### config.mk
export PLATFORM = sky130hd
export DESIGN_NAME = heat_limited_shot_controller_flat
export DESIGN_NICKNAME = d
export VERILOG_FILES = /design/src/rtl/hlsc_pkg.sv /design/src/rtl/hlsc_if.sv /design/src/rtl/hlsc_divider.sv /design/src/rtl/heat_limited_shot_controller.sv /design/src/flat_wrapper.sv
export SDC_FILE = /design/constraint.sdc
export NUM_CORES = 1
export LEC_CHECK = 0
export BUFFER_PORTS_ARGS = -buffer_cell sky130_fd_sc_hd__clkbuf_2
export CAP_MARGIN = 10
export CORE_MARGIN = 2
export CORE_UTILIZATION = 40
export CTS_BUF_LIST = sky130_fd_sc_hd__clkbuf_8
export CTS_CLUSTER_SIZE = 24
export DETAILED_ROUTE_END_ITERATION = 10
export SYNTH_ARGS = -nofsm -noshare
export SYNTH_HDL_FRONTEND = slang
export SYNTH_SLANG_ARGS = --single-unit
### constraint.sdc
create_clock -name clk -period 3.83 [get_ports clk]
set_clock_uncertainty 0.2 [all_clocks]
set_input_delay 0.5745 -clock clk [delete_from_list [all_inputs] [get_ports clk]]
set_output_delay 0.5745 -clock clk [all_outputs]
set_load 0.005 [all_outputs]
### src/rtl/hlsc_pkg.sv
// hlsc_pkg: shared types and constants for the heat limited shot controller
// no dependencies; used by the channel interfaces, the divider and the top level

package hlsc_pkg;

  // payload widths
  localparam int HEAT_W     = 13;
  localparam int CFG12_W    = 12;
  localparam int COUNT_W    = 16;
  localparam int TOL_W      = 15;
  localparam int ERR_W      = 16;
  localparam int STATUS_W   = 2;
  localparam int WAIT_W     = 4;
  localparam int CFG_IDX_W  = 3;
  localparam int CFG_DATA_W = 16;

  // divider geometry: dividend is limit minus heat, at most 8189
  localparam int DIV_W     = 13;
  localparam int DIV_STEPS = DIV_W;
  localparam int DIV_CNT_W = $clog2(DIV_STEPS);

  // cooling happens on every tenth update tick
  localparam logic [WAIT_W-1:0] COOL_DIVIDE = 4'd9;
  localparam logic [CFG12_W-1:0] ALLOW_MAX  = 12'hFFF;

  // register reset values
  localparam logic [CFG12_W-1:0] HEAT_LIMIT_RST    = 12'd80;
  localparam logic [CFG12_W-1:0] HEAT_PER_SHOT_RST = 12'd100;
  localparam logic [CFG12_W-1:0] COOLING_STEP_RST  = 12'd2;
  localparam logic [COUNT_W-1:0] BUSY_TIMEOUT_RST  = 16'd500;
  localparam logic [COUNT_W-1:0] ERROR_HOLD_RST    = 16'd250;
  localparam logic [TOL_W-1:0]   SETTLE_TOL_RST    = 15'd10;

  // status codes on the result word
  localparam logic [STATUS_W-1:0] STATUS_READY = 2'd0;
  localparam logic [STATUS_W-1:0] STATUS_BUSY  = 2'd1;
  localparam logic [STATUS_W-1:0] STATUS_ERROR = 2'd2;

  // configuration register indexes
  typedef enum logic [CFG_IDX_W-1:0] {
    REG_HEAT_LIMIT    = 3'd0,
    REG_HEAT_PER_SHOT = 3'd1,
    REG_COOLING_STEP  = 3'd2,
    REG_BUSY_TIMEOUT  = 3'd3,
    REG_ERROR_HOLD    = 3'd4,
    REG_SETTLE_TOL    = 3'd5
  } cfg_reg_t;

  // divider request and response
  typedef struct packed {
    logic               start;
    logic [DIV_W-1:0]   dividend;
    logic [CFG12_W-1:0] divisor;
  } div_req_t;

  typedef struct packed {
    logic             done;
    logic [DIV_W-1:0] quotient;
  } div_rsp_t;

endpackage

### src/rtl/hlsc_if.sv
// hlsc_if: valid/ready channels for tick words, result words and register writes
// depends on hlsc_pkg for the payload widths

interface hlsc_tick_if;
  import hlsc_pkg::*;
  logic                    valid;
  logic                    ready;
  logic                    shoot_request;
  logic                    cool_tick;
  logic signed [ERR_W-1:0] angle_error;
  logic signed [ERR_W-1:0] speed_error;
  modport source (output valid, shoot_request, cool_tick, angle_error, speed_error,
                  input ready);
  modport sink (input valid, shoot_request, cool_tick, angle_error, speed_error,
                output ready);
endinterface

interface hlsc_result_if;
  import hlsc_pkg::*;
  logic                     valid;
  logic                     ready;
  logic [STATUS_W-1:0]      status;
  logic                     fire;
  logic signed [HEAT_W-1:0] heat_now;
  logic [CFG12_W-1:0]       shots_allowed;
  modport source (output valid, status, fire, heat_now, shots_allowed, input ready);
  modport sink (input valid, status, fire, heat_now, shots_allowed, output ready);
endinterface

interface hlsc_cfg_if;
  import hlsc_pkg::*;
  logic                  valid;
  logic                  ready;
  logic [CFG_IDX_W-1:0]  index;
  logic [CFG_DATA_W-1:0] data;
  modport source (output valid, index, data, input ready);
  modport sink (input valid, index, data, output ready);
endinterface

### src/rtl/hlsc_divider.sv
// hlsc_divider: restoring divider, one quotient bit per cycle
// depends on hlsc_pkg for the request and response structs

module hlsc_divider (
  input  logic              clk,
  input  logic              rst,
  input  hlsc_pkg::div_req_t req,
  output hlsc_pkg::div_rsp_t rsp
);
  import hlsc_pkg::*;

  logic                 busy;
  logic                 done;
  logic [DIV_CNT_W-1:0] cnt;
  logic [CFG12_W-1:0]   rem;
  logic [DIV_W-1:0]     quo;
  logic [CFG12_W-1:0]   divisor_q;
  logic [DIV_W-1:0]     trial;
  logic [DIV_W-1:0]     diff;
  logic                 fits;

  // remainder stays below the divisor, so it fits in 12 bits
  assign trial = {rem, quo[DIV_W-1]};
  assign fits  = trial >= {1'b0, divisor_q};
  assign diff  = trial - {1'b0, divisor_q};

  always_ff @(posedge clk) begin
    if (rst) begin
      busy <= 1'b0;
      done <= 1'b0;
      cnt  <= '0;
    end else begin
      done <= 1'b0;
      if (req.start) begin
        busy <= 1'b1;
        cnt  <= DIV_CNT_W'(DIV_STEPS - 1);
      end else if (busy) begin
        if (cnt == '0) begin
          busy <= 1'b0;
          done <= 1'b1;
        end
        cnt <= cnt - 1'b1;
      end
    end
  end

  always_ff @(posedge clk) begin
    if (req.start) begin
      rem       <= '0;
      quo       <= req.dividend;
      divisor_q <= req.divisor;
    end else if (busy) begin
      rem <= fits ? diff[CFG12_W-1:0] : trial[CFG12_W-1:0];
      quo <= {quo[DIV_W-2:0], fits};
    end
  end

  assign rsp.done     = done;
  assign rsp.quotient = quo;

endmodule

### src/rtl/heat_limited_shot_controller.sv
// heat_limited_shot_controller: per-tick heat bookkeeping and single-shot state machine
// an accepted tick word passes S_STEP, then S_DIV while an allowance division runs, then
//   S_PUT, where the result word is loaded once the result register is free
// a new tick word is taken only in S_IDLE, after the previous result word is loaded
// rst (synchronous, active high) restores register defaults, ready state, zero heat
// depends on hlsc_pkg, hlsc_if and hlsc_divider

module heat_limited_shot_controller (
  input  logic                 clk,
  input  logic                 rst,
  hlsc_tick_if.sink            tick,
  hlsc_result_if.source        result,
  hlsc_cfg_if.sink             cfg
);
  import hlsc_pkg::*;

  // sequencer: take word, step, optional division, hand off result
  typedef enum logic [3:0] {
    S_IDLE = 4'b0001,
    S_STEP = 4'b0010,
    S_DIV  = 4'b0100,
    S_PUT  = 4'b1000
  } seq_state_t;

  // shot state machine
  typedef enum logic [2:0] {
    SHOT_READY = 3'b001,
    SHOT_BUSY  = 3'b010,
    SHOT_ERROR = 3'b100
  } shot_state_t;

  seq_state_t  seq, seq_next;
  shot_state_t shot_state;

  // configuration registers
  logic [CFG12_W-1:0] heat_limit;
  logic [CFG12_W-1:0] heat_per_shot;
  logic [CFG12_W-1:0] cooling_step;
  logic [COUNT_W-1:0] busy_timeout;
  logic [COUNT_W-1:0] error_hold;
  logic [TOL_W-1:0]   settle_tolerance;

  // block state
  logic signed [HEAT_W-1:0] heat_level;
  logic [WAIT_W-1:0]        cooling_wait;
  logic [CFG12_W-1:0]       allowance;
  logic [COUNT_W-1:0]       busy_ticks;
  logic [COUNT_W-1:0]       error_ticks;

  // captured tick word
  logic                    req_q;
  logic                    cool_q;
  logic signed [ERR_W-1:0] ang_q;
  logic signed [ERR_W-1:0] spd_q;
  logic                    fire_q;

  logic accept;
  logic put_load;

  div_req_t div_req;
  div_rsp_t div_rsp;

  // ---------------------------------------------------------------------------
  // register writes; the port never stalls
  // ---------------------------------------------------------------------------
  assign cfg.ready = 1'b1;

  always_ff @(posedge clk) begin
    if (rst) begin
      heat_limit       <= HEAT_LIMIT_RST;
      heat_per_shot    <= HEAT_PER_SHOT_RST;
      cooling_step     <= COOLING_STEP_RST;
      busy_timeout     <= BUSY_TIMEOUT_RST;
      error_hold       <= ERROR_HOLD_RST;
      settle_tolerance <= SETTLE_TOL_RST;
    end else if (cfg.valid) begin
      unique case (cfg_reg_t'(cfg.index))
        REG_HEAT_LIMIT:    heat_limit       <= cfg.data[CFG12_W-1:0];
        REG_HEAT_PER_SHOT: heat_per_shot    <= cfg.data[CFG12_W-1:0];
        REG_COOLING_STEP:  cooling_step     <= cfg.data[CFG12_W-1:0];
        REG_BUSY_TIMEOUT:  busy_timeout     <= cfg.data;
        REG_ERROR_HOLD:    error_hold       <= cfg.data;
        REG_SETTLE_TOL:    settle_tolerance <= cfg.data[TOL_W-1:0];
        default: ;  // writes beyond the register list are dropped
      endcase
    end
  end

  // ---------------------------------------------------------------------------
  // handshakes
  // ---------------------------------------------------------------------------
  assign tick.ready = (seq == S_IDLE);
  assign accept     = tick.valid && tick.ready;
  // result register frees up when empty or when its word is taken
  assign put_load   = (seq == S_PUT) && (!result.valid || result.ready);

  // ---------------------------------------------------------------------------
  // cooling step, done on the accept edge (heat update runs before the shot logic)
  // ---------------------------------------------------------------------------
  logic [WAIT_W-1:0]        wait_inc;
  logic signed [HEAT_W-1:0] heat_cooled;

  assign wait_inc    = cooling_wait + 1'b1;
  // heat above zero sheds one step and may dip below zero; otherwise it clamps to zero
  assign heat_cooled = (heat_level > 0) ? heat_level - $signed({1'b0, cooling_step})
                                        : '0;

  // ---------------------------------------------------------------------------
  // shot step terms, evaluated in S_STEP on the cooled heat
  // ---------------------------------------------------------------------------
  logic signed [HEAT_W:0]  heat_after_shot;
  logic                    shot_fits;
  logic                    over_limit;
  logic [DIV_W-1:0]        headroom;
  logic [ERR_W:0]          ang_mag;
  logic [ERR_W:0]          spd_mag;
  logic                    settled;
  logic [COUNT_W-1:0]      busy_inc;
  logic [COUNT_W-1:0]      error_inc;

  assign heat_after_shot = {heat_level[HEAT_W-1], heat_level} + $signed({2'b0, heat_per_shot});
  assign shot_fits       = heat_after_shot < $signed({2'b0, heat_limit});
  assign over_limit      = heat_level > $signed({1'b0, heat_limit});
  // only used when heat is within the limit, so the difference is non-negative
  assign headroom        = {1'b0, heat_limit} - heat_level;

  // magnitudes on 17 bits so that the most negative error stays unsettled
  assign ang_mag = ang_q[ERR_W-1] ? (ERR_W+1)'(-{ang_q[ERR_W-1], ang_q}) : {1'b0, ang_q};
  assign spd_mag = spd_q[ERR_W-1] ? (ERR_W+1)'(-{spd_q[ERR_W-1], spd_q}) : {1'b0, spd_q};
  assign settled = (ang_mag < {2'b0, settle_tolerance}) &&
                   (spd_mag < {2'b0, settle_tolerance});

  assign busy_inc  = busy_ticks + 1'b1;
  assign error_inc = error_ticks + 1'b1;

  // division runs only on update ticks with heat within the limit and a nonzero divisor
  assign div_req.start    = (seq == S_STEP) && cool_q && !over_limit &&
                            (heat_per_shot != '0);
  assign div_req.dividend = headroom;
  assign div_req.divisor  = heat_per_shot;

  hlsc_divider u_div (
    .clk (clk),
    .rst (rst),
    .req (div_req),
    .rsp (div_rsp)
  );

  // ---------------------------------------------------------------------------
  // sequencer
  // ---------------------------------------------------------------------------
  always_comb begin
    seq_next = seq;
    unique case (seq)
      S_IDLE: if (accept) seq_next = S_STEP;
      S_STEP: seq_next = div_req.start ? S_DIV : S_PUT;
      S_DIV:  if (div_rsp.done) seq_next = S_PUT;
      S_PUT:  if (put_load) seq_next = S_IDLE;
      default: seq_next = S_IDLE;
    endcase
  end

  always_ff @(posedge clk) begin
    if (rst) seq <= S_IDLE;
    else     seq <= seq_next;
  end

  // captured word
  always_ff @(posedge clk) begin
    if (accept) begin
      req_q  <= tick.shoot_request;
      cool_q <= tick.cool_tick;
      ang_q  <= tick.angle_error;
      spd_q  <= tick.speed_error;
    end
  end

  // ---------------------------------------------------------------------------
  // heat, allowance and shot state
  // ---------------------------------------------------------------------------
  always_ff @(posedge clk) begin
    if (rst) begin
      heat_level   <= '0;
      cooling_wait <= '0;
      allowance    <= '0;
      shot_state   <= SHOT_READY;
      busy_ticks   <= '0;
      error_ticks  <= '0;
      fire_q       <= 1'b0;
    end else begin
      // cooling counter and cooling step
      if (accept && tick.cool_tick) begin
        if (wait_inc > COOL_DIVIDE) begin
          cooling_wait <= '0;
          heat_level   <= heat_cooled;
        end else begin
          cooling_wait <= wait_inc;
        end
      end

      if (seq == S_STEP) begin
        // allowance on update ticks; the divider path fills it in later
        if (cool_q) begin
          if (over_limit) allowance <= '0;
          else if (heat_per_shot == '0) allowance <= ALLOW_MAX;
        end

        fire_q <= 1'b0;
        unique case (shot_state)
          SHOT_BUSY: begin
            error_ticks <= '0;
            if (busy_inc < busy_timeout) begin
              busy_ticks <= busy_inc;
              if (settled) shot_state <= SHOT_READY;
            end else begin
              // feeder stuck
              busy_ticks <= '0;
              shot_state <= SHOT_ERROR;
            end
          end
          SHOT_ERROR: begin
            busy_ticks <= '0;
            if (error_inc >= error_hold) begin
              error_ticks <= '0;
              shot_state  <= SHOT_READY;
            end else begin
              error_ticks <= error_inc;
            end
          end
          default: begin
            busy_ticks  <= '0;
            error_ticks <= '0;
            if (req_q && shot_fits) begin
              heat_level <= heat_after_shot[HEAT_W-1:0];
              shot_state <= SHOT_BUSY;
              fire_q     <= 1'b1;
            end
          end
        endcase
      end

      // quotient saturates to the 12 bit allowance
      if ((seq == S_DIV) && div_rsp.done) begin
        allowance <= div_rsp.quotient[DIV_W-1] ? ALLOW_MAX
                                               : div_rsp.quotient[CFG12_W-1:0];
      end
    end
  end

  // ---------------------------------------------------------------------------
  // result register
  // ---------------------------------------------------------------------------
  logic [STATUS_W-1:0] status_code;

  always_comb begin
    unique case (shot_state)
      SHOT_BUSY:  status_code = STATUS_BUSY;
      SHOT_ERROR: status_code = STATUS_ERROR;
      default:    status_code = STATUS_READY;
    endcase
  end

  always_ff @(posedge clk) begin
    if (rst) begin
      result.valid <= 1'b0;
    end else if (put_load) begin
      result.valid <= 1'b1;
    end else if (result.ready) begin
      result.valid <= 1'b0;
    end
  end

  always_ff @(posedge clk) begin
    if (put_load) begin
      result.status        <= status_code;
      result.fire          <= fire_q;
      result.heat_now      <= heat_level;
      result.shots_allowed <= allowance;
    end
  end

`ifndef SYNTH
  // a shot that fires always leaves the machine busy
  a_fire_busy: assert property (@(posedge clk) disable iff (rst)
    result.valid && result.fire |-> result.status == STATUS_BUSY)
    else $error("fire reported outside busy status");

  // the divider answers only while the sequencer waits for it
  a_div_done: assert property (@(posedge clk) disable iff (rst)
    div_rsp.done |-> seq == S_DIV)
    else $error("divider done outside division wait");

  // heat never drops below -4095
  a_heat_range: assert property (@(posedge clk) disable iff (rst)
    heat_level >= -13'sd4095)
    else $error("heat level out of range");
`endif

endmodule

### src/flat_wrapper.sv
// flat-port wrapper written by rule: the top's interface ports become plain ports
module heat_limited_shot_controller_flat import hlsc_pkg::*;
  (clk, rst, tick_valid, tick_shoot_request, tick_cool_tick, tick_angle_error, tick_speed_error, tick_ready, result_valid, result_status, result_fire, result_heat_now, result_shots_allowed, result_ready, cfg_valid, cfg_index, cfg_data, cfg_ready);
  hlsc_tick_if tick_i ();
  hlsc_result_if result_i ();
  hlsc_cfg_if cfg_i ();
  input  logic clk;
  input  logic rst;
  input wire logic [$bits(tick_i.valid)-1:0] tick_valid;
  input wire logic [$bits(tick_i.shoot_request)-1:0] tick_shoot_request;
  input wire logic [$bits(tick_i.cool_tick)-1:0] tick_cool_tick;
  input wire logic [$bits(tick_i.angle_error)-1:0] tick_angle_error;
  input wire logic [$bits(tick_i.speed_error)-1:0] tick_speed_error;
  output wire logic [$bits(tick_i.ready)-1:0] tick_ready;
  output wire logic [$bits(result_i.valid)-1:0] result_valid;
  output wire logic [$bits(result_i.status)-1:0] result_status;
  output wire logic [$bits(result_i.fire)-1:0] result_fire;
  output wire logic [$bits(result_i.heat_now)-1:0] result_heat_now;
  output wire logic [$bits(result_i.shots_allowed)-1:0] result_shots_allowed;
  input wire logic [$bits(result_i.ready)-1:0] result_ready;
  input wire logic [$bits(cfg_i.valid)-1:0] cfg_valid;
  input wire logic [$bits(cfg_i.index)-1:0] cfg_index;
  input wire logic [$bits(cfg_i.data)-1:0] cfg_data;
  output wire logic [$bits(cfg_i.ready)-1:0] cfg_ready;
  assign tick_i.valid = tick_valid;
  assign tick_i.shoot_request = tick_shoot_request;
  assign tick_i.cool_tick = tick_cool_tick;
  assign tick_i.angle_error = tick_angle_error;
  assign tick_i.speed_error = tick_speed_error;
  assign tick_ready = tick_i.ready;
  assign result_valid = result_i.valid;
  assign result_status = result_i.status;
  assign result_fire = result_i.fire;
  assign result_heat_now = result_i.heat_now;
  assign result_shots_allowed = result_i.shots_allowed;
  assign result_i.ready = result_ready;
  assign cfg_i.valid = cfg_valid;
  assign cfg_i.index = cfg_index;
  assign cfg_i.data = cfg_data;
  assign cfg_ready = cfg_i.ready;
  heat_limited_shot_controller u_core (.clk(clk), .rst(rst), .tick(tick_i), .result(result_i), .cfg(cfg_i));
endmodule
* After elaboration in Yosys (flattened, before gate mapping)
Cells that the tools add are included.
** Storage, ports and cells
- Bits in latches :: 0
- Output and inout port bits :: 31
- RAM bits :: 0
- Register bits after elaboration :: 258
- Memory bits (read-only) :: 0
- Bits of input ports :: 58
- Memories kept :: 0
- Logic and storage cells :: 143
** Cells by class
- Eq/ne operators :: 16
- Bitwise gates (word level) :: 1
- Div/mod/pow operators :: 0
- Reductions and logical operators :: 34
- $lt $le $gt $ge :: 9
- Shifts and indexed selects :: 0
- Add/sub/neg operators :: 10
- Multiply operators :: 0
- Muxes and demuxes :: 43
** Operator list (number)
- $mux W13 :: 8
- $mux W12 :: 7
- $mux W16 :: 4
- $lt A17 B15 Y1 :: 2
- $mux W17 :: 2
- $neg A17 Y17 :: 2
- $add A16 B1 Y16 const B :: 2
- $mux W4 :: 7
- $ge A16 B16 Y1 :: 1
- $lt A16 B16 Y1 :: 1
- $pmux W4 S4 :: 1
- $add A13 B13 Y14 :: 1
- $lt A14 B13 Y1 :: 1
- $ge A13 B12 Y1 :: 1
- $gt A13 B1 Y1 const B :: 1
- $gt A13 B13 Y1 :: 1
- $sub A12 B13 Y13 :: 1
- $sub A13 B12 Y13 :: 1
- $logic_not A12 Y1 :: 1
- $mux W3 :: 4
- $reduce_and A2 Y1 :: 6
- $reduce_bool A12 Y1 :: 1
- $sub A12 B12 Y12 :: 1
- $eq A3 B2 Y1 const B :: 3
- other kinds (27) :: 53

* Longest topological paths before layout
Gate-level depths: netlist of the first run.
- Depth after elaboration :: 7
- Gate-level depth with buffers :: 19
- Gate-level depth less buffers :: 18

* Cells and area by module
A second synthesis of the first run with hierarchy kept.
** Second synthesis, totals
- Cell total of the unflattened synthesis :: 1707
- Area total of the unflattened synthesis :: 15142.0 um2
** Modules (own cells, without submodules)
- heat_limited_shot_controller :: seq. area each 4924.7 um2, area an instance 12707.2 um2, times used 1, cells an instance 1471
- hlsc_divider :: seq. area each 1111.1 um2, area an instance 2434.8 um2, times used 1, cells an instance 236

* Worst setup path before layout of the first run
Ideal clock, no wire load.
- Path kind :: register to register
- Start point :: reg u_core.heat_level[1]
- End point :: reg u_core.shot_state[2]
- Slack :: -0.026 ns
- Required time :: 3.558 ns
- Data arrival time :: 3.584 ns
- Buffers on the path :: 0
- Period minus slack after synthesis :: 3.856 ns
- Cell stages (with the launch flop) :: 17
- Setup time :: 0.072 ns
- Cell sequence :: dfxtp_1 -> ha_1 -> a21o_1 -> a221o_1 -> nor2_1 -> o21bai_1 -> a21oi_1 -> xnor2_1 -> ha_1 -> and3_1 -> a22oi_1 -> a21oi_1 -> a21oi_1 -> or3b_2 -> o22ai_1 -> o221a_4 -> mux2i_1
** Between the ends
- Longest elaborated chain between the ends :: 5
** RTL lines
- start, declared :: line heat_limited_shot_controller.sv:44 : logic signed [HEAT_W-1:0] heat_level;
- start signal, assigned :: line heat_limited_shot_controller.sv:195 : heat_level <= heat_cooled;
- start signal, assigned :: line heat_limited_shot_controller.sv:234 : heat_level <= heat_after_shot[HEAT_W-1:0];
- $add A13 B13 Y14 :: line heat_limited_shot_controller.sv:121 : assign heat_after_shot = {heat_level[HEAT_W-1], heat_level} + $signed({2'b0, heat_per_shot});
- $lt A14 B13 Y1 :: line heat_limited_shot_controller.sv:122 : assign shot_fits = heat_after_shot < $signed({2'b0, heat_limit});
- $logic_and A1 B1 Y1 :: line heat_limited_shot_controller.sv:233 : if (req_q && shot_fits) begin
- $reduce_bool A3 Y1 (no line)
- $reduce_and A4 Y1 (no line)
- end signal, assigned :: line heat_limited_shot_controller.sv:218 : shot_state <= SHOT_ERROR;
- end signal, assigned :: line heat_limited_shot_controller.sv:225 : shot_state <= SHOT_READY;
- end signal, assigned :: line heat_limited_shot_controller.sv:235 : shot_state <= SHOT_BUSY;
- end, declared :: line heat_limited_shot_controller.sv:33 : shot_state_t shot_state;
Every way passes these cells.
A chain may end at the register's enable or synchronous reset.

* Worst setup path in the final report of the first run
- Start point :: reg u_core.heat_per_shot[5]
- End point :: reg u_core.shot_state[0]
** Between the ends
- Longest elaborated chain between the ends :: 5
** RTL lines
- start, declared :: line heat_limited_shot_controller.sv:37 : logic [CFG12_W-1:0] heat_per_shot;
- start signal, assigned :: line heat_limited_shot_controller.sv:79 : REG_HEAT_PER_SHOT: heat_per_shot <= cfg.data[CFG12_W-1:0];
- $add A13 B13 Y14 :: line heat_limited_shot_controller.sv:121
- $lt A14 B13 Y1 :: line heat_limited_shot_controller.sv:122
- $logic_and A1 B1 Y1 :: line heat_limited_shot_controller.sv:233
- $reduce_bool A3 Y1 (no line)
- $reduce_and A4 Y1 (no line)
Every way passes these cells.

==> results of run 1 <==
==> cells in the final DEF, fill, tap and decap left out, drive strengths merged, types with 13 or more instances in the layout <==
cell type,netlist,final
o211ai,23,23
xor2,24,24
a211oi,19,19
a21o,19,19
ha,138,138
clkinv,2,13
dlygate4sd3,0,38
nand2,254,254
nand2b,15,15
a21oi,145,145
xnor2,64,64
nand3,34,34
dfxtp,171,171
o21ai,76,76
and3,19,19
clkbuf,59,141
nor2b,26,26
o31ai,16,16
nand3b,17,17
nor4,14,14
a211o,15,15
inv,118,131
buf,5,83
nor2,117,117
mux2i,15,15
nor3,36,36
edfxtp,87,87
==> sequential cells by signal, indices dropped and copies added, names as in the netlist, 12 cells and up <==
name / flops
u_core.u_div.quo: 13
u_core.cooling_step: 12
u_core.ang_q: 16
u_core.heat_per_shot: 12
u_core.u_div.rem: 12
u_core.busy_timeout: 16
u_core.result.shots_allowed: 12
u_core.heat_level: 13
u_core.spd_q: 16
u_core.allowance: 12
u_core.error_hold: 16
u_core.u_div.divisor_q: 12
u_core.busy_ticks: 16
u_core.settle_tolerance: 15
u_core.error_ticks: 16
u_core.heat_limit: 12
u_core.result.heat_now: 13
==> critical path, delay by kind of cell, from the launching register on <==
family / cells / cell delay, ns
AOI/OAI and AO/OA: 7 / 1.48
and+or+nand+nor: 4 / 0.75
adders and majority gates: 2 / 0.61
DFF: 1 / 0.33
muxes: 1 / 0.18
xor gates and xnor gates: 1 / 0.16
==> through the flow <==
stage | utilization | hold WS [ns] | setup slack, ns
final | 0.484 | 0.0551 | 0.0596
after floorplan | - | 0.206 | 0.0224
after global placement | 0.440 | 0.218 | -0.111
after CTS | 0.479 | 0.000996 | 0.00388
after detailed placement | 0.440 | 0.219 | -0.163
after global routing | 0.484 | 0.0463 | -0.105
==> layer usage <==
metal / track usage / up-vias / wire length, microns
met3: 0.0311 / 60 / 1630
met1: 0.256 / 5808 / 17500
met4: 0.0650 / 0 / 870
met5: 0 / - / 0
li1: - / 6241 / -
met2: 0.328 / 225 / 17400
==> final cells by class <==
class	instances	area [sq um]	share of cell area
clock buffer	55	757	0.0430
multi-input combinational	1221	8100	0.460
clock inverter	27	206	0.0117
sequential	258	6050	0.343
inverter	120	450	0.0256
timing repair buffer	207	1460	0.0828
tap	468	586	0.0333
==> how the worst max path moves through the flow <==
stage               cells after the start                   end
finish                                 15  u_core.shot_state[0]
global route                           18  u_core.shot_state[2]
CTS                                    18  u_core.shot_state[0]
detailed placement                     18  u_core.shot_state[2]
global placement                       16  u_core.shot_state[2]
floorplan                              16  u_core.shot_state[2]
==> cell families after synthesis <==
logic type	count (synthesis)	share of synthesized area
AOI/OAI and AO/OA	383	0.164
xor gates and xnor gates	88	0.0527
adders and majority gates	142	0.123
buffers and inverters	184	0.0477
DFF	258	0.412
muxes	15	0.0103
other	1	0.000256
and+or+nand+nor	592	0.190
==> power groups by stage <==
stage               sequential, mW  combinational, mW  clock [mW]
floorplan                     3.06              0.681           0
detailed placement            3.08              0.920           0
finish                        3.03              0.973        2.67
CTS                           3.02              0.963        2.76
global placement              3.08              0.901           0
global route                  3.04               1.10        2.86
==> cells in the mapped netlist, types with 5 or more instances <==
cell / number
dfxtp_1: 171
and3_1: 19
o21bai_1: 5
a21o_1: 19
nor4b_1: 5
a21oi_1: 145
nor3_1: 36
and2_1: 9
inv_1: 118
nand2_1: 254
nand4_1: 9
o211ai_1: 23
nor3b_1: 5
xnor2_1: 64
o31ai_1: 16
o2111ai_1: 5
a31oi_1: 6
clkbuf_1: 59
nor4_1: 14
nand3b_1: 17
a22oi_1: 7
nor2b_1: 26
mux2i_1: 15
a211o_1: 15
o21ai_0: 75
ha_1: 138
xor2_1: 24
or3_1: 8
edfxtp_1: 87
or2_2: 8
nor2_1: 117
nand3_1: 34
o21a_1: 12
a211oi_1: 19
nand2b_1: 15
==> repair_timing <==
action,4_1_cts,5_1_grt
gates resized for setup,5,43
buffers inserted,4,4
hold buffers,38,0
setup endpoints to repair,16,40
cloned,0,0
hold endpoints to repair,39,0
pin swaps,13,25
==> results.tsv, run 1 <==
stage	metric	value	unit
status	outcome	completed	
placed_design	portBuffers	87	
cts	clockBufferDepth	3	
final_layout	layout-drive-gt1-share	0.159	
worst_setup_path	slowest_delay	0.42	ns
hold_path	hp-class	input port to flip-flop	
logic_synthesis	syn-cell-area	14600	sq um
logic_synthesis	synth.area.top_cells	dfxtp_1, edfxtp_1, ha_1, nand2_1, a21oi_1	
power	seq_power_share	0.454	
cts	cts_buffers	45	
cts	cts_root_buffer	clkbuf_8	
logic_synthesis	synth.distinct_cells	69	
cts	clkTransAtPathRegs	0.06	ns
die	die_x	195	microns
cts	clock-sinks	258	
die	core_area	36300	sq um
worst_setup_path	crit_arrival	4.10	ns
sta	rsz0062_at_grt	yes	
logic_synthesis	yosysTopAreaCellShare	0.234	
logic_synthesis	synthFlopType	dfxtp_1	
sta	setup_viol	0	
sta	fin_crit_sh	0.984	
cts	htreeDepth	2	
cts	clkLatencyLatePin	0.62	ns
route	drc	0	
sta	final_max_slew_viol_count	0	
placed_design	postPlaceCellArea	16000	sq um
worst_setup_path	cp.required	4.16	ns
placed_design	post-place-cells	2228	
hold_path	worstHoldStart	cfg_data[12]	
worst_setup_path	endpoint_kind	flip-flop	
logic_synthesis	seq_area_frac_synth	0.412	
route	wl_per_cell	15.9	microns
global_route	grt_pass1_vias	11692	
worst_setup_path	reg2reg_to	u_core.shot_state[0]	
power	internal-power	4.89	mW
final_layout	layout.cells.non_filler	2356	
worst_setup_path	worst_r2r_path_depth	15	
final_layout	design_area	17600	sq um
worst_setup_path	crit_path_top_delay_cell	or3b_4	
worst_setup_path	critPathLaunch	u_core.heat_per_shot[5]	
hold_path	hold_depth	3	
power	p_total	6.67	mW
power	p_clk_frac	0.400	
power	power.leakage	7.25	nW
route	via_per_inst	5.24	
die	die_area	38100	sq um
final_layout	syn_to_final_growth	20.3	%
logic_synthesis	synth_fp_nets	1863	
power	switching_share	0.267	
worst_setup_path	worstReg2RegStart	u_core.heat_per_shot[5]	
global_route	gr-total-overflow	0	
route	totalWireLength	37500	microns
power	p_comb_frac	0.146	
die	die_h	195	microns
die	placementRows	70	
final_layout	nNetsFinal	2053	
logic_synthesis	async_flop_share	0	
power	ir_drop	0.000263	V
sta	min_period	3.77	ns
power	power_density	379	nW/um^2
worst_setup_path	critPathMaxFanout	3	
die	start_util	0.403	
final_layout	num_antenna_cells	0	
run	maxCapViolations	0	
route	firstDrtPassIters	6	
die	ios	89	
logic_synthesis	yosys.area.top_type	dfxtp_1	
final_layout	fill_cells	3478	
global_route	antenna_found_initial	0	
worst_setup_path	timing_worst_setup_path_type	flip-flop to flip-flop	
worst_setup_path	rrSetupSlack	0.06	ns
global_route	grt_first_pass_wirelength	59700	microns
logic_synthesis	synth_edf_count	87	
hold_path	hold_end	u_core.settle_tolerance[12]	
sta	final_hold_viol_count	0	
sta	slew-limit-headroom	0.455	
route	drtAntennaViolNets	0	
logic_synthesis	syn_inst	1663	
placed_design	place_congestion	0.920	
sta	worst_pin_slew	0.818	ns
logic_synthesis	ys_warn_count	0	
power	p_sw	1.78	mW
global_route	grt.total_usage	0.195	
route	num_vias	12334	
logic_synthesis	synth-seq-cells	258	
placed_design	hpwl	27100	microns
logic_synthesis	avgSynthCellArea	8.80	sq um
global_route	grt_max_degree	94	
cts	cts_tree	done	
worst_setup_path	cp_cell_sequence	ha_1 > o21a_1 > o2111ai_1 > o21bai_1 > nand2_1 > xor2_2 > ha_1 > o21a_1 > nor2_2 > nor2_1 > a21oi_2 > or3b_4 > o22ai_4 > o221a_4 > mux2i_1	
worst_setup_path	cp-start-kind	flip-flop	
route	drtIter0Drc	724	
sta	fmax	265	MHz
sta	finalSetupTns	0	ns
No activity file was read; power rests on OpenSTA's default activity.
==> inputs of run 2 (changes only) <==
Settings changed: SYNTH_HIERARCHICAL set to 1.
==> run 2 against run 1 <==
The run now ends with negative setup slack left. Synthesized cell count up 2.6%. Critical endpoint is now u_core/heat_level[7]. Critical path type unchanged. Critical path depth up 3. Register-to-register slack worse by 0.11 ns. Via count up 6.0%. Core utilization up 0.35 points. Flip-flop and latch count unchanged. Clock power up 3%. Fmax down 2.9%. Synthesized area up 3.4%. Global-route usage up 2.1 points. Worst hold slack about the same.
==> results.tsv, run 2 <==
stage	metric	value	unit
status	outcome	finished, violations left	
status	failed_checks	negative setup slack	
logic_synthesis	ys_warn_count	6	
global_route	grt_max_degree	70	
final_layout	nNetsFinal	2098	
cts	cts_buffers	46	
die	die_area	39400	sq um
worst_setup_path	crit_arrival	4.17	ns
route	firstDrtPassIters	5	
route	drt-met1-wl	18700	microns
logic_synthesis	synth.area.top_cells	dfxtp_1, edfxtp_1, ha_1, nand2_1, a21oi_1	
global_route	gr-total-overflow	0	
sta	final_max_slew_viol_count	0	
die	placementRows	71	
placed_design	place_congestion	0.907	
route	via_per_inst	5.34	
final_layout	layout_commonest_cell	nand2_1	
sta	slew-limit-headroom	0.358	
sta	worst_pin_slew	0.960	ns
logic_synthesis	synthFlopType	dfxtp_1	
logic_synthesis	syn-cell-area	15100	sq um
sta	fin_crit_sh	1.01	
logic_synthesis	syn_inst	1707	
sta	worst_slack	-0.0519	ns
cts	clkTransAtPathRegs	0.06	ns
power	ir_drop	0.000353	V
cts	htreeDepth	2	
logic_synthesis	synth_edf_count	87	
die	ios	89	
worst_setup_path	cp-start-kind	flip-flop	
placed_design	hpwl	30100	microns
worst_setup_path	cp.required	4.12	ns
sta	final_hold_viol_count	0	
sta	rsz0062_at_grt	yes	
final_layout	syn_to_final_growth	20.8	%
logic_synthesis	synth_common_cells	nand2_1, dfxtp_1, a21oi_1, ha_1, inv_1	
hold_path	hp-class	input port to flip-flop	
global_route	antenna_found_initial	2	
logic_synthesis	synth_fp_nets	1907	
worst_setup_path	critPathMaxFanout	6	
placed_design	preCtsSetupSlack	-0.116	ns
cts	clkLatencyLatePin	0.63	ns
worst_setup_path	timing_worst_setup_path_type	flip-flop to flip-flop	
logic_synthesis	seq_area_frac_synth	0.399	
logic_synthesis	yosys.cell_count.top_type	nand2_1	
placed_design	post-place-cells	2318	
die	start_util	0.404	
die	die_x	199	microns
sta	setup_viol	7	
placed_design	portBuffers	87	
die	die_h	199	microns
route	drtAntennaViolNets	0	
power	power.leakage	7.45	nW
route	wl_per_cell	17.3	microns
logic_synthesis	yosys.area.top_type	dfxtp_1	
route	totalWireLength	42500	microns
logic_synthesis	yosysTopAreaCellShare	0.226	
logic_synthesis	avgSynthCellArea	8.87	sq um
route	route.met2.wl	19800	microns
cts	clock-sinks	258	
logic_synthesis	synth-seq-cells	258	
cts	clockBufferDepth	3	
die	core_area	37500	sq um
worst_setup_path	endpoint_kind	flip-flop	
route	num_vias	13069	
global_route	grt_first_pass_wirelength	66400	microns
cts	cts_tree	done	
route	dr.max_layer_used	met4	
final_layout	layout-drive-gt1-share	0.176	
logic_synthesis	synth.distinct_cells	85	
power	power_density	429	nW/um^2
final_layout	design_area	18300	sq um
placed_design	postPlaceCellArea	16600	sq um
sta	min_period	3.88	ns
final_layout	layout.cells.non_filler	2448	
global_route	grt_pass1_vias	12621	
logic_synthesis	async_flop_share	0	
global_route	grt.total_usage	0.216	
sta	fmax	258	MHz
final_layout	fill_cells	3629	
cts	cts_root_buffer	clkbuf_8	
run	maxCapViolations	0	
route	wl_met3	2580	microns
route	drtIter0Drc	749	
route	drc	0	
final_layout	mostFrequentLayoutCells	nand2_1, dfxtp_1, a21oi_1, inv_1, ha_1	
## run 2: changes by cell type in the layout (fill, tap and decap cells not counted), moves of 8 or more
cell / change
nor2b_1: -8
nor3_1: -10
a211o_1: -9
a311oi_1: +10
inv_1: +18
a21o_1: +14
o21ai_0: -20
a211oi_1: -11
mux2_2: +13
o22ai_1: +9
a21oi_1: +10
mux2i_1: -13
## run 2: per-layer routing
metal	global-route usage	vias to the layer above
met4	0.0851	0
met2	0.365	334
met3	0.0371	86
met1	0.274	6202
li1	-	6447
met5	0	-
## run 2: path summary, 6_finish.rpt
kind	endpoint	slack [ns]	startpoint	depth (start not counted)
worst max-delay path	u_core/heat_level[7]	-0.05	u_core/heat_per_shot[0]	18
worst min register to register	u_core/result.shots_allowed[0]	0.23	u_core/allowance[0]	0
worst max register to register	u_core/heat_level[7]	-0.05	u_core/heat_per_shot[0]	18
worst min-delay path	u_core/error_hold[12]	0.05	cfg_data[12]	3
## run 2: cell families after synthesis
kind of cell	share of synthesized area
and+or+nand+nor	0.182
buffers and inverters	0.0508
xor gates and xnor gates	0.0526
adders and majority gates	0.119
DFF	0.399
muxes	0.0110
AOI/OAI and AO/OA	0.185
other	0.000248
## run 2: critical path, cell delays in order (launching register included)
cell and delay (ns):
dfxtp_2 0.35, ha_4 0.14, inv_2 0.04, fa_2 0.38, nor2b_4 0.16, o31ai_4 0.09
a31oi_4 0.24, a21o_1 0.15, a21oi_2 0.05, xnor2_1 0.21, ha_1 0.28, a211oi_2 0.23
o21ai_2 0.09, a21oi_2 0.15, o22ai_2 0.11, a211o_4 0.41, buf_12 0.16, o31ai_2 0.23
a21oi_1 0.08
## run 2: timing repair
action                                 4_1_cts  5_1_grt
endpoints found under the hold margin       37        0
pin swaps                                    2       45
gates cloned                                 0        1
setup buffers                                1        5
resized for setup                           14       61
setup endpoints to repair                   23       37
hold buffers                                36        0
## run 2: where the power goes
part	switching (mW)	leakage (nW)	internal, mW
Sequential	0.166	2.21	3.03
Clock	1.22	0.568	1.52
Combinational	1.08	4.67	0.829
Total	2.47	7.45	5.38
## run 2: cell type report
class | instances | area [sq um] | area share
Multi-Input combinational cell | 1256 | 8690 | 0.475
Tap cell | 511 | 639 | 0.0349
Inverter | 131 | 492 | 0.0269
Antenna cell | 2 | 5.00 | 0.000274
Sequential cell | 258 | 6040 | 0.330
Clock buffer | 52 | 716 | 0.0391
Clock inverter | 33 | 253 | 0.0138
Timing Repair Buffer | 205 | 1460 | 0.0796
## run 2: per-stage QoR
| stage | hold WS (ns) | power (mW) | util | TNS [ns] |
|---|---|---|---|---|
| floorplan | 0.206 | 4.60 | - | 0 |
| global placement | 0.213 | 5.02 | 0.442 | -0.323 |
| detailed placement | 0.218 | 5.07 | 0.442 | -1.08 |
| CTS | 0.00316 | 7.87 | 0.479 | -0.0125 |
| global route | 0.0456 | 8.29 | 0.488 | -2.54 |
| finish | 0.0548 | 7.85 | 0.488 | -0.231 |
